File: src/rtl/bshd_pkg.sv
// ----------------------------------------------------------------------------
// bshd_pkg
// Shared types and fixed widths for the batch scheduling hull DP block.
// ----------------------------------------------------------------------------
package bshd_pkg;

  localparam int TIME_W   = 12;
  localparam int WEIGHT_W = 12;
  localparam int SETUP_W  = 12;
  localparam int COST_W   = 64;
  localparam int MINC_W   = 51;

  typedef enum logic [4:0] {
    ST_IDLE,
    ST_RDP,
    ST_RDI,
    ST_CAPI,
    ST_POPCHK,
    ST_HQ1,
    ST_HQ2,
    ST_JA,
    ST_JB,
    ST_MS,
    ST_MW,
    ST_CMP,
    ST_PUSH,
    ST_SRCHK,
    ST_J1,
    ST_J2,
    ST_UPD,
    ST_FIN
  } state_t;

  typedef enum logic [1:0] {
    SEL_LEFT,
    SEL_RIGHT,
    SEL_TIME,
    SEL_SETUP
  } mul_sel_t;

endpackage

File: src/rtl/bshd_mul.sv
// ----------------------------------------------------------------------------
// bshd_mul
// Shared signed shift-add multiplier, one bit of y per cycle.
// ----------------------------------------------------------------------------
module bshd_mul #(
  parameter int XW = 64,
  parameter int YW = 25
) (
  input  logic                        clk,
  input  logic                        rst_n,
  input  logic                        start,
  input  logic signed [XW-1:0]        x,
  input  logic signed [YW-1:0]        y,
  output logic                        done,
  output logic signed [XW+YW-1:0]     prod
);
  import bshd_pkg::*;

  localparam int CNTW = $clog2(YW + 1);

  logic signed [XW+1:0] hi_r, hi_nxt;
  logic [YW-1:0]        lo_r, lo_nxt;
  logic signed [XW-1:0] x_r;
  logic [CNTW-1:0]      cnt_r;
  logic                 busy_r, done_r;
  logic signed [XW+1:0] xe, addend, sum;
  logic                 last;

  assign xe     = {{2{x_r[XW-1]}}, x_r};
  assign last   = (cnt_r == CNTW'(YW - 1));
  // sign bit of y carries negative weight
  assign addend = lo_r[0] ? (last ? -xe : xe) : '0;
  assign sum    = hi_r + addend;
  assign hi_nxt = {sum[XW+1], sum[XW+1:1]};
  assign lo_nxt = {sum[0], lo_r[YW-1:1]};

  always_ff @(posedge clk) begin
    if (!rst_n) begin
      busy_r <= 1'b0;
      done_r <= 1'b0;
      cnt_r  <= '0;
    end else begin
      done_r <= 1'b0;
      if (start) begin
        busy_r <= 1'b1;
        cnt_r  <= '0;
      end else if (busy_r) begin
        cnt_r <= cnt_r + 1'b1;
        if (last) begin
          busy_r <= 1'b0;
          done_r <= 1'b1;
        end
      end
    end
  end

  always_ff @(posedge clk) begin
    if (start) begin
      hi_r <= '0;
      lo_r <= y;
      x_r  <= x;
    end else if (busy_r) begin
      hi_r <= hi_nxt;
      lo_r <= lo_nxt;
    end
  end

  assign done = done_r;
  assign prod = {hi_r[XW-1:0], lo_r};

endmodule

File: config.mk
export PLATFORM = sky130hd
export DESIGN_NAME = bshd_mul
export DESIGN_NICKNAME = d
export VERILOG_FILES = /design/src/rtl/bshd_pkg.sv /design/src/rtl/bshd_mul.sv
export SDC_FILE = /design/constraint.sdc
export NUM_CORES = 1
export LEC_CHECK = 0
export ABC_AREA = 1
export BUFFER_PORTS_ARGS = -buffer_cell sky130_fd_sc_hd__buf_4
export CELL_PAD_IN_SITES_DETAIL_PLACEMENT = 0
export CELL_PAD_IN_SITES_GLOBAL_PLACEMENT = 1
export CORE_MARGIN = 2
export CORE_UTILIZATION = 40
export CTS_CLUSTER_SIZE = 8
export DETAILED_ROUTE_END_ITERATION = 16
export GPL_ROUTABILITY_DRIVEN = 1
export HOLD_SLACK_MARGIN = 0.15
export PLACE_DENSITY = 0.8
export RECOVER_POWER = 100
export SYNTH_ARGS = -nofsm -noshare
export SYNTH_HDL_FRONTEND = slang
export SYNTH_SLANG_ARGS = --single-unit
File: constraint.sdc
create_clock -name clk -period 4.85 [get_ports clk]
set_input_delay 0 -clock clk [delete_from_list [all_inputs] [get_ports clk]]
set_output_delay 0 -clock clk [all_outputs]
set_load 0.01 [all_outputs]
==> run metrics <==
min cycle time layout=4455 ps; DP Worst Slack=about 570 ps; Endpoint, Worst Hold=x_r[49]; CTS buffer count=17; Setup TNS=0 ps; hold path start=x[49]; first-pass GRT wire length=around 75000 um; Leak=a little over 7 nW; initial core utilization=0.4081; Ports=roughly 180; Hold WC Path Type=in -> reg; Tcrit/Tclk final=0.9186; crit path DAT=between 4000 and 5000 ps; leading cell types in the layout, fill and taps excluded=444 x nand2_1, 366 x nor2_1, 291 x inv_1; area growth from synthesis to final layout=19.39%; drt initial violations=about 1100; H-tree levels=4; Final Hold Fails=0; Synth async-reset ratio=0; Crit Path Max Fanout=5; CTS Root Cell=clkbuf_16; gr usage total=0.2823; worst reg2reg path depth=24; Seq pwr share=0.397; CTS tree=built; Synth Cell Area=around 13000 um2; RSZ-0062 raised after global routing=false; worst r2r src=x_r[1]; Comb pwr share=0.255; Req. time, crit path=~5200 ps; fin. max-slew vios=around 130; Pwr Total=0.004262 W; Startpoint Class=flip-flop; reg-to-reg endpoint=hi_r[43]; ys flop type=edfxtp_1; largest net degree at the start of global routing=95; R2R setup slack=just under 400 ps; commonest non-fill, non-tap cell in the layout=nand2_1; switching share of power=0.3386; Post-synth EDFFs=slightly below 90; Port Buf Inserts=approximately 180; Max Freq=approximately 0.22 GHz; Crit Path Class=reg -> reg; max cap viols=2; sw power=about 0.0014 W; failing checks=capacitance limit, slew limit; global route overflow=0; layout cells sized above 1=0.06555; fin nets=2421; Pre-antenna DRT Iters=7; Hold Path Depth=2; synth warn=0; Synthesized Nets=2218; Avg WL per Cell=18.17 um; Post-Synthesis Cells=2057; final core utilization=0.4873; FF+latch count, synth=about 160; Netlist cell types=50; Die ar.=34760 um2; clk_lat worst skew=~460 ps; via/cell ratio=roughly 5.2; final worst slack=about 390 ps; peak supply drop=0.2672 mV; die height=roughly 190 um; FP Rows=66; DIE WIDTH=around 190 um; DP Wirelength=about 39000 um; syn avg cell area=approximately 6.5 um2; # setup viols final=0; post-synthesis sequential area ratio=0.3090; initial antenna violation count=1; CTS Buffer Depth=2; DR vias=around 14000; Least-Margin Pin Slew=~2300 ps; DRC viols=0; Antenna Nets Post-Route=0; CTS resizes=0; Min Hold Slack=between 200 and 300 ps; relative slew slack=-0.5262; element type at the critical path end=flip-flop; RePlAce Congestion=slightly below 1; diode count=0; Total Wirelength=about 50000 um; vias in the first global route=around 13000; status=finished with violations; clock share of power=0.348; CTS clock-pin slew for the worst setup and hold paths=around 70 ps; core area=32620 um2; clk sinks=roughly 160; Cell Int Power=approximately 0.0028 W; Pwr Density=roughly 270 nW/um2; skew final=about 12 ps
-- how the worst max path moves through the flow --
stage | startpoint | end | slack, ps
6_report | x_r[1] | hi_r[43] | 390
5_1_grt | x_r[1] | hi_r[56] | 90
4_1_cts | x_r[1] | hi_r[43] | 560
3_5_place_dp | x_r[0] | hi_r[43] | 570
3_3_place_gp | x_r[0] | hi_r[43] | 620
2_1_floorplan | x_r[0] | hi_r[42] | 1540
-- cell usage after synthesis (7+ instances only) --
cell type / number / area, um2
buf_4: 64 / 480.5
clkbuf_1: 27 / 101.4
o211ai_1: 7 / 52.55
nand3_1: 98 / 490.5
inv_1: 290 / 1089
nor3_1: 33 / 165.2
xnor2_1: 11 / 96.34
o21a_1: 9 / 67.56
nand4_1: 30 / 187.7
nor4_1: 8 / 50.05
a31oi_1: 8 / 50.05
dfxtp_1: 72 / 1441
ha_1: 68 / 850.8
o21bai_1: 13 / 97.59
o21ai_0: 164 / 820.8
nand2_1: 444 / 1667
edfxtp_1: 89 / 2673
nor2_1: 366 / 1374
a21o_1: 11 / 82.58
a21oi_1: 161 / 805.8
xor2_1: 21 / 183.9
-- layer usage --
| metal | vias to the layer above | GRT usage | share of wire |
|---|---|---|---|
| li1 | 7056 | - | - |
| met1 | 6423 | 0.3968 | 0.47 |
| met2 | 475 | 0.4445 | 0.44 |
| met3 | 61 | 0.04006 | 0.062 |
| met4 | 0 | 0.09538 | 0.026 |
| met5 | - | 0 | 0 |
-- state kept, by name, indices dropped and copies added (netlist names) --
register,count
busy_r,1
cnt_r,5
done,1
hi_r,65
lo_r,25
x_r,64
-- power groups by stage --
stage	registers [W]	clock network (W)	logic, W
2_1_floorplan	0.00168	0	0.000700
3_3_place_gp	0.00172	0	0.00106
3_5_place_dp	0.00172	0	0.00106
4_1_cts	0.00169	0.00151	0.00113
5_1_grt	0.00171	0.00156	0.00121
6_report	0.00169	0.00148	0.00109
-- through the flow --
step           cells  area, um2
6_report        2715      15890
5_1_grt         2715      15890
4_1_cts         2715      16260
3_5_place_dp    2590      14710
3_3_place_gp    2590      14710
2_1_floorplan   2057      13310
-- worst max-delay path, cell delays in order, from the launching register on --
cell	delay [ps]
edfxtp_1	400
inv_1	90
ha_1	260
inv_1	110
nor3_4	180
nand3_1	170
inv_1	110
nand3b_1	120
nor3_1	420
o21ai_0	140
nand2_1	80
nor2_1	50
ha_1	330
nand2_1	180
inv_1	60
a21oi_1	270
o21ai_0	230
a21oi_1	160
nand2_1	240
nand2_1	180
nand2_1	160
nand2_1	100
nand2_1	40
o21ai_0	180
inv_1	50
-- kinds of logic after synthesis --
group           after synthesis  synth area share
flops                       161            0.3090
simple gates               1008            0.3133
buf+inv                     395            0.1309
compound gates              392            0.1603
fa+ha+maj                    69           0.06541
xor+xnor                     32           0.02105
-- cell type report --
type | instances | area [um2]
Tap cell | 442 | 553.0
Sequential cell | 161 | 4115
Clock inverter | 10 | 148.9
Inverter | 293 | 1100
Fill cell | 3389 | 16720
Clock buffer | 22 | 474.2
Multi-Input combinational cell | 1501 | 7441
Timing Repair Buffer | 286 | 2062
-- repair_timing --
item / 4_1_cts / 5_1_grt
hold buffers: 93 / 0
setup buffers: 0 / 0
hold endpoints to repair: 130 / 0
Note: power is estimated with default switching activity, not from simulation.
